$ cat src/sv/desa_pkg.sv
// Shared types and constants for the double-ended stack allocator.
// No dependencies; imported by every module of the block.
package desa_pkg;

  localparam int unsigned MARKER_BYTES = 16;
  localparam int unsigned MAX_BLOCKS   = 64;
  localparam int unsigned DEPTH_W      = $clog2(MAX_BLOCKS + 1);
  localparam int unsigned ID_W         = 7;
  localparam int unsigned CMP_W        = (DEPTH_W > ID_W) ? DEPTH_W : ID_W;

  typedef enum logic [3:0] {
    ACT_ALLOC_LOW      = 4'd0,
    ACT_ALLOC_HIGH     = 4'd1,
    ACT_FREE_LOW       = 4'd2,
    ACT_FREE_HIGH      = 4'd3,
    ACT_FREE_LOW_TOP   = 4'd4,
    ACT_FREE_HIGH_TOP  = 4'd5,
    ACT_CLEAR_ALL      = 4'd6,
    ACT_CLEAR_LOW      = 4'd7,
    ACT_CLEAR_HIGH     = 4'd8
  } desa_action_e;

  typedef enum logic [2:0] {
    ST_OK        = 3'd0,
    ST_OOM       = 3'd1,
    ST_FULL      = 3'd2,
    ST_BADMARK   = 3'd3,
    ST_BADALIGN  = 3'd4
  } desa_status_e;

  typedef struct packed {
    logic [3:0]      action;
    logic [31:0]     request_bytes;
    logic [7:0]      align_bytes;
    logic [ID_W-1:0] target_id;
  } desa_req_t;

  typedef struct packed {
    logic [2:0]      status;
    logic [63:0]     block_address;
    logic [ID_W-1:0] new_id;
    logic            freed;
    logic [31:0]     low_used;
    logic [31:0]     high_used;
    logic [31:0]     peak_used;
  } desa_res_t;

  // Shift control for one marker chain
  typedef struct packed {
    logic push;
    logic pop;
  } desa_shift_t;

endpackage

$ cat src/sv/desa_cell.sv
// One marker cell: holds one saved byte count of a stack.
// Depends on desa_pkg for the shift control struct.
module desa_cell (
  input  logic                clk_i,
  input  desa_pkg::desa_shift_t ctrl_i,
  input  logic [31:0]         up_i,
  input  logic [31:0]         down_i,
  output logic [31:0]         value_o
);
  import desa_pkg::*;

  logic [31:0] value_q;

  // Push takes the entry above, pop takes the entry below
  always_ff @(posedge clk_i) begin
    if (ctrl_i.push) begin
      value_q <= up_i;
    end else if (ctrl_i.pop) begin
      value_q <= down_i;
    end
  end

  assign value_o = value_q;

endmodule

$ cat src/sv/desa_chain.sv
// Marker stack built as a row of shifting cells; cell 0 is the top entry.
// Depends on desa_pkg and desa_cell.
module desa_chain (
  input  logic                  clk_i,
  input  desa_pkg::desa_shift_t ctrl_i,
  input  logic [31:0]           push_data_i,
  output logic [31:0]           top_o
);
  import desa_pkg::*;

  logic [31:0] cell_val [MAX_BLOCKS];

  for (genvar k = 0; k < MAX_BLOCKS; k++) begin : g_cell
    logic [31:0] up_val;
    logic [31:0] down_val;

    if (k == 0) begin : g_first
      assign up_val = push_data_i;
    end else begin : g_mid
      assign up_val = cell_val[k-1];
    end

    if (k == MAX_BLOCKS - 1) begin : g_last
      assign down_val = '0;
    end else begin : g_inner
      assign down_val = cell_val[k+1];
    end

    desa_cell u_cell (
      .clk_i   (clk_i),
      .ctrl_i  (ctrl_i),
      .up_i    (up_val),
      .down_i  (down_val),
      .value_o (cell_val[k])
    );
  end

  assign top_o = cell_val[0];

endmodule

$ cat config.mk
export PLATFORM = sky130hd
export DESIGN_NAME = desa_chain
export DESIGN_NICKNAME = d
export VERILOG_FILES = /design/src/sv/desa_pkg.sv /design/src/sv/desa_cell.sv /design/src/sv/desa_chain.sv
export SDC_FILE = /design/constraint.sdc
export NUM_CORES = 2
export LEC_CHECK = 0
export BUFFER_PORTS_ARGS = -buffer_cell sky130_fd_sc_hd__buf_2
export CORE_MARGIN = 3
export CORE_UTILIZATION = 40
export DETAILED_ROUTE_END_ITERATION = 12
export REMOVE_ABC_BUFFERS = 1
export SETUP_SLACK_MARGIN = 0.2
export SKIP_CTS_REPAIR_TIMING = 1
export SYNTH_ARGS = -nofsm -noshare
export SYNTH_HDL_FRONTEND = slang
export SYNTH_SLANG_ARGS = --single-unit
$ cat constraint.sdc
create_clock -name clk_i -period 95.4 [get_ports clk_i]
set_clock_uncertainty 0.05 [all_clocks]
set_input_delay 14.31 -clock clk_i [delete_from_list [all_inputs] [get_ports clk_i]]
set_output_delay 14.31 -clock clk_i [all_outputs]
set_load 0.01 [all_outputs]
* Yosys cells after proc, flatten, opt, wreduce, memory -nomap -nowiden *
Index checks and enable logic that the tools add are counted.

operators by class
  multiplexer cells = 128
  reductions and logical operators = 1

operator list
  cell                number
  2-to-1 mux 32 bit   128
  nonzero test 2 bit  1

word-level totals
  flip-flop bits (word level) = 2048
  input port bits = 35
  logic and storage cells = 193

* Depth between registers and ports, before layout *
  word-level depth = 2
  gate-level depth with buffers = 5
  gate-level depth less buffers = 1

* Cells and area by module *
Synthesis repeated with hierarchy kept, for this count alone.

second synthesis, totals
  cell total of the unflattened synthesis = 4417
  area total of the unflattened synthesis = 96496.3 um^2

modules (own cells, without submodules)
  module      instances  cells each  area an instance (um^2)
  desa_cell   64         69          1507.7
  desa_chain  1          1           3.8

* Least setup slack after synthesis *
No wires, ideal clock.

  kind = input to register
  from = in ctrl_i[1] (netlist bit)
  to = reg g_cell[0].u_cell.value_q[0], enable pin
  library setup time = 1.603 ns
  arrival time = 38.962 ns
  slack = 54.785 ns
  stages = 5
  buffers on the path = 4
  cell sequence = buf_2 -> buf_6 -> buf_6 -> buf_6 -> or2_2

on the way
  cells in the longest elaborated chain, start to end = 1

ends and longest elaborated chain
  element                       line             text
  from (decl)                   desa_chain.sv:5  input desa_pkg::desa_shift_t ctrl_i,
  nonzero test 2 bit (no line)  -
  to (signal assigned)          desa_cell.sv:17  value_q <= up_i;
  to (signal assigned)          desa_cell.sv:19  value_q <= down_i;
  to (decl)                     desa_cell.sv:12  logic [31:0] value_q;

No other way between the ends.
A chain may end at the register's enable or synchronous reset.

* Worst setup path after layout *
  from = in ctrl_i[1] (netlist bit)
  to = reg g_cell[22].u_cell.value_q[18] (data pin)

on the way
  cells in the longest elaborated chain, start to end = 1

ends and longest elaborated chain
  element               line             text
  2-to-1 mux 32 bit     desa_cell.sv:16  if (ctrl_i.push) begin
  to (signal assigned)  desa_cell.sv:17
  to (signal assigned)  desa_cell.sv:19
  to (decl)             desa_cell.sv:12

No other way between the ends.

==> summary.md <==
| Metric | Value |
|---|---|
| Max H-tree Level | 4 |
| Clock network fraction of design power | ~34% |
| Synth warnings | 0 |
| EDFF count, synth | 2,048 |
| Final-report max-slew violation count | 0 |
| Drt drc | 0 |
| Final min period | 19,810 ps |
| Overflow after GRT | 0 |
| Net Switching | 0.4855 mW |
| Worst Path Max Fanout | 120 |
| Synth top area cells | edfxtp_1 71%, mux2_2 26%, buf_6 2.3% |
| Syn avg cell area | 20.03 um2 |
| Routability cong. | 0.6562 |
| Critical Setup Path Class | input pin to register |
| Core area | approximately 220,000 um2 |
| Yosys top cell area share | 70.98% |
| Final HPWL DP | 60,540 um |
| Max_slew headroom | 24.29% |
| Worst setup SP type | input pin |
| Non-Filler Instances | 7,429 |
| Largest area contributor in the netlist | edfxtp_1 |
| Hold path start | g_cell[63].u_cell.value_o[28] |
| CTS Root Cell | clkbuf_16 |
| TNS Setup | 0 ps |
| Initial Util | 40.29% |
| First drt pass iteration count | 5 |
| Final Hold Fails | 0 |
| Status | completed |
| Peak supply drop | 0.00001946 V |
| CTS buffer count | 210 |
| Multi-input combinational cell area | 22,910 um2 |
| Clock sinks | 2,048 |
| Cell area after synthesis | 86,650 um2 |
| Global-route wire length before repair | 191,800 um |
| Die W | 471.4 um |
| Worst-Margin Slew | 1136 ps |
| Die area | 222,200 um2 |
| Post-synth cell types | 7 |
| Yosys reg bits | about 2,000 |
| Worst hold endpoint | g_cell[62].u_cell.value_o[28] |
| FF-to-FF Start | g_cell[0].u_cell.value_o[11] |
| Design area | about 95,000 um2 |
| Worst R2R Setup Slack | 94,360 ps |
| Place WS | 74,660 ps |
| Int Power | 1.778 mW |
| Skew-Pair Late Insertion Delay | 820 ps |
| Fmax | 0.05049 GHz |
| Combinational Power Share | a little under a tenth |
| Most frequent cell after synthesis | edfxtp_1 |
| FF/Latch Area | 61,500 um2 |
| P_leak | about 33 nW |
| Drt wl/cell | 15.12 um |
| Nets | 4,458 |
| Placed cell count | 7,049 |
| Power, Total | 2.264 mW |
| R2R cell count | 1 |
| Largest register FFs | 2,048 |
| Initial DRC Count | approximately 2,800 |
| Detail Route Antenna Nets | 0 |
| Endpoint class of the critical path | register |
| Most frequent cells after synthesis | 2,048 x edfxtp_1, 2,016 x mux2_2, 176 x buf_6 |
| Pwr/cell area | 23.77 nW/um2 |
| HP Class | register to register |
| Register area share after synthesis | 70.98% |
| CTS tree | built |
| Via density per instance | 4.881 |
| Rows | 170 |
| Clock slew at reported path FFs | approximately 60 ps |
| Num ports | 67 |
| Mapped Cells | roughly 4,300 |
| RSZ-0062 raised after global routing | false |
| Via count | 36,263 |
| Final WL | ~110,000 um |
| Worst path required time | 95,900 ps |
| Hold path cells | 1 |
| Largest net degree at the start of global routing | between 200 and 250 |
| Die Y | 471.4 um |
| Clock buffer depth | 3 |
| R2R Path End | g_cell[1].u_cell.value_o[11] |
| Ys async rst share | 0% |
| Initial antenna violation count | 1 |
| Setup violators final | 0 |
| All-Layer GR Usage | 9.933% |
| Port bufs | between 60 and 70 |
| Layout cells sized above 1 | 52.61% |
| Filler cells | 18,328 |
| Sw frac | between 20% and 30% |
| Post-DP Area | 88,720 um2 |
| Maxcap violations | 0 |
| Vias in the first global route | 38,183 |
| Fin crit share | 20.76% |
| Area grow syn2layout | 9.897% |
| Fin worst setup slack | 75,590 ps |
| Sequential Power Share | 56.6% |
| Main flop type after synthesis | edfxtp_1 |
| Worst EP arrival | 20,310 ps |
-- kinds of logic after synthesis --
| family | after synthesis | synth area share [%] |
|---|---|---|
| simple gates | 33 | 0.2383 |
| mux | 2016 | 26.20 |
| flops | 2048 | 70.98 |
| buf+inv | 228 | 2.585 |
-- worst max path at each step --
| stage | startpoint | to | depth (start not counted) |
|---|---|---|---|
| finish | ctrl_i[1] | g_cell[22].u_cell.value_o[18] | 8 |
| global route | ctrl_i[1] | g_cell[30].u_cell.value_o[18] | 8 |
| CTS | ctrl_i[1] | g_cell[30].u_cell.value_o[18] | 8 |
| detailed placement | ctrl_i[1] | g_cell[28].u_cell.value_o[18] | 8 |
| global placement | ctrl_i[1] | g_cell[39].u_cell.value_o[18] | 8 |
| floorplan | ctrl_i[0] | g_cell[0].u_cell.value_o[0] | 1 |
-- cells in the final DEF, fill, tap and decap left out --
cell	synthesis	routed
bufinv_16	0	11
clkbuf_16	0	211
inv_16	0	3
clkinv_1	0	44
buf_12	0	5
and2_1	32	32
mux2_2	2016	2016
diode_2	0	1
clkinv_16	0	5
inv_6	0	5
clkinvlp_4	0	6
buf_4	0	44
edfxtp_1	2048	2048
clkbuf_1	2	51
clkinv_2	0	41
clkinv_8	0	2
buf_2	50	65
or2_4	0	1
-- critical path: stages --
cell	delay [ps]
buf_12	340
buf_4	790
buf_4	830
buf_4	810
buf_4	900
buf_4	700
buf_4	920
mux2_2	420
-- power groups by stage --
stage               clock, mW  combinational, mW  sequential, mW
floorplan                   0              0.171            1.31
global route            0.844              0.231            1.30
CTS                     0.808              0.214            1.28
global placement            0              0.202            1.30
detailed placement          0              0.212            1.30
finish                  0.774              0.209            1.28
-- layout make-up --
| type | instances | share of cell area (%) |
|---|---|---|
| antenna | 1 | 0.002628 |
| clock buffer | 262 | 5.746 |
| clock inverter | 117 | 1.084 |
| multi-input combinational | 2049 | 24.06 |
| sequential | 2048 | 64.58 |
| tap | 2838 | 3.729 |
| timing repair buffer | 114 | 0.7936 |
-- through the flow --
| stage | hold WS (ps) | utilization, % |
|---|---|---|
| global route | 480.6 | 44.28 |
| detailed placement | 487.6 | 41.25 |
| floorplan | 474.7 | - |
| finish | 456.5 | 44.28 |
| CTS | 468.6 | 44.28 |
| global placement | 479.9 | 41.25 |
-- routing by layer --
layer	GRT usage, %	up-vias	share of wire, %
met5	0	-	0
met4	3.241	0	2.4
met3	2.416	207	3.6
met2	15.51	345	47
met1	13.65	18265	48
li1	-	17446	-
(Power assumes the default switching activity.)
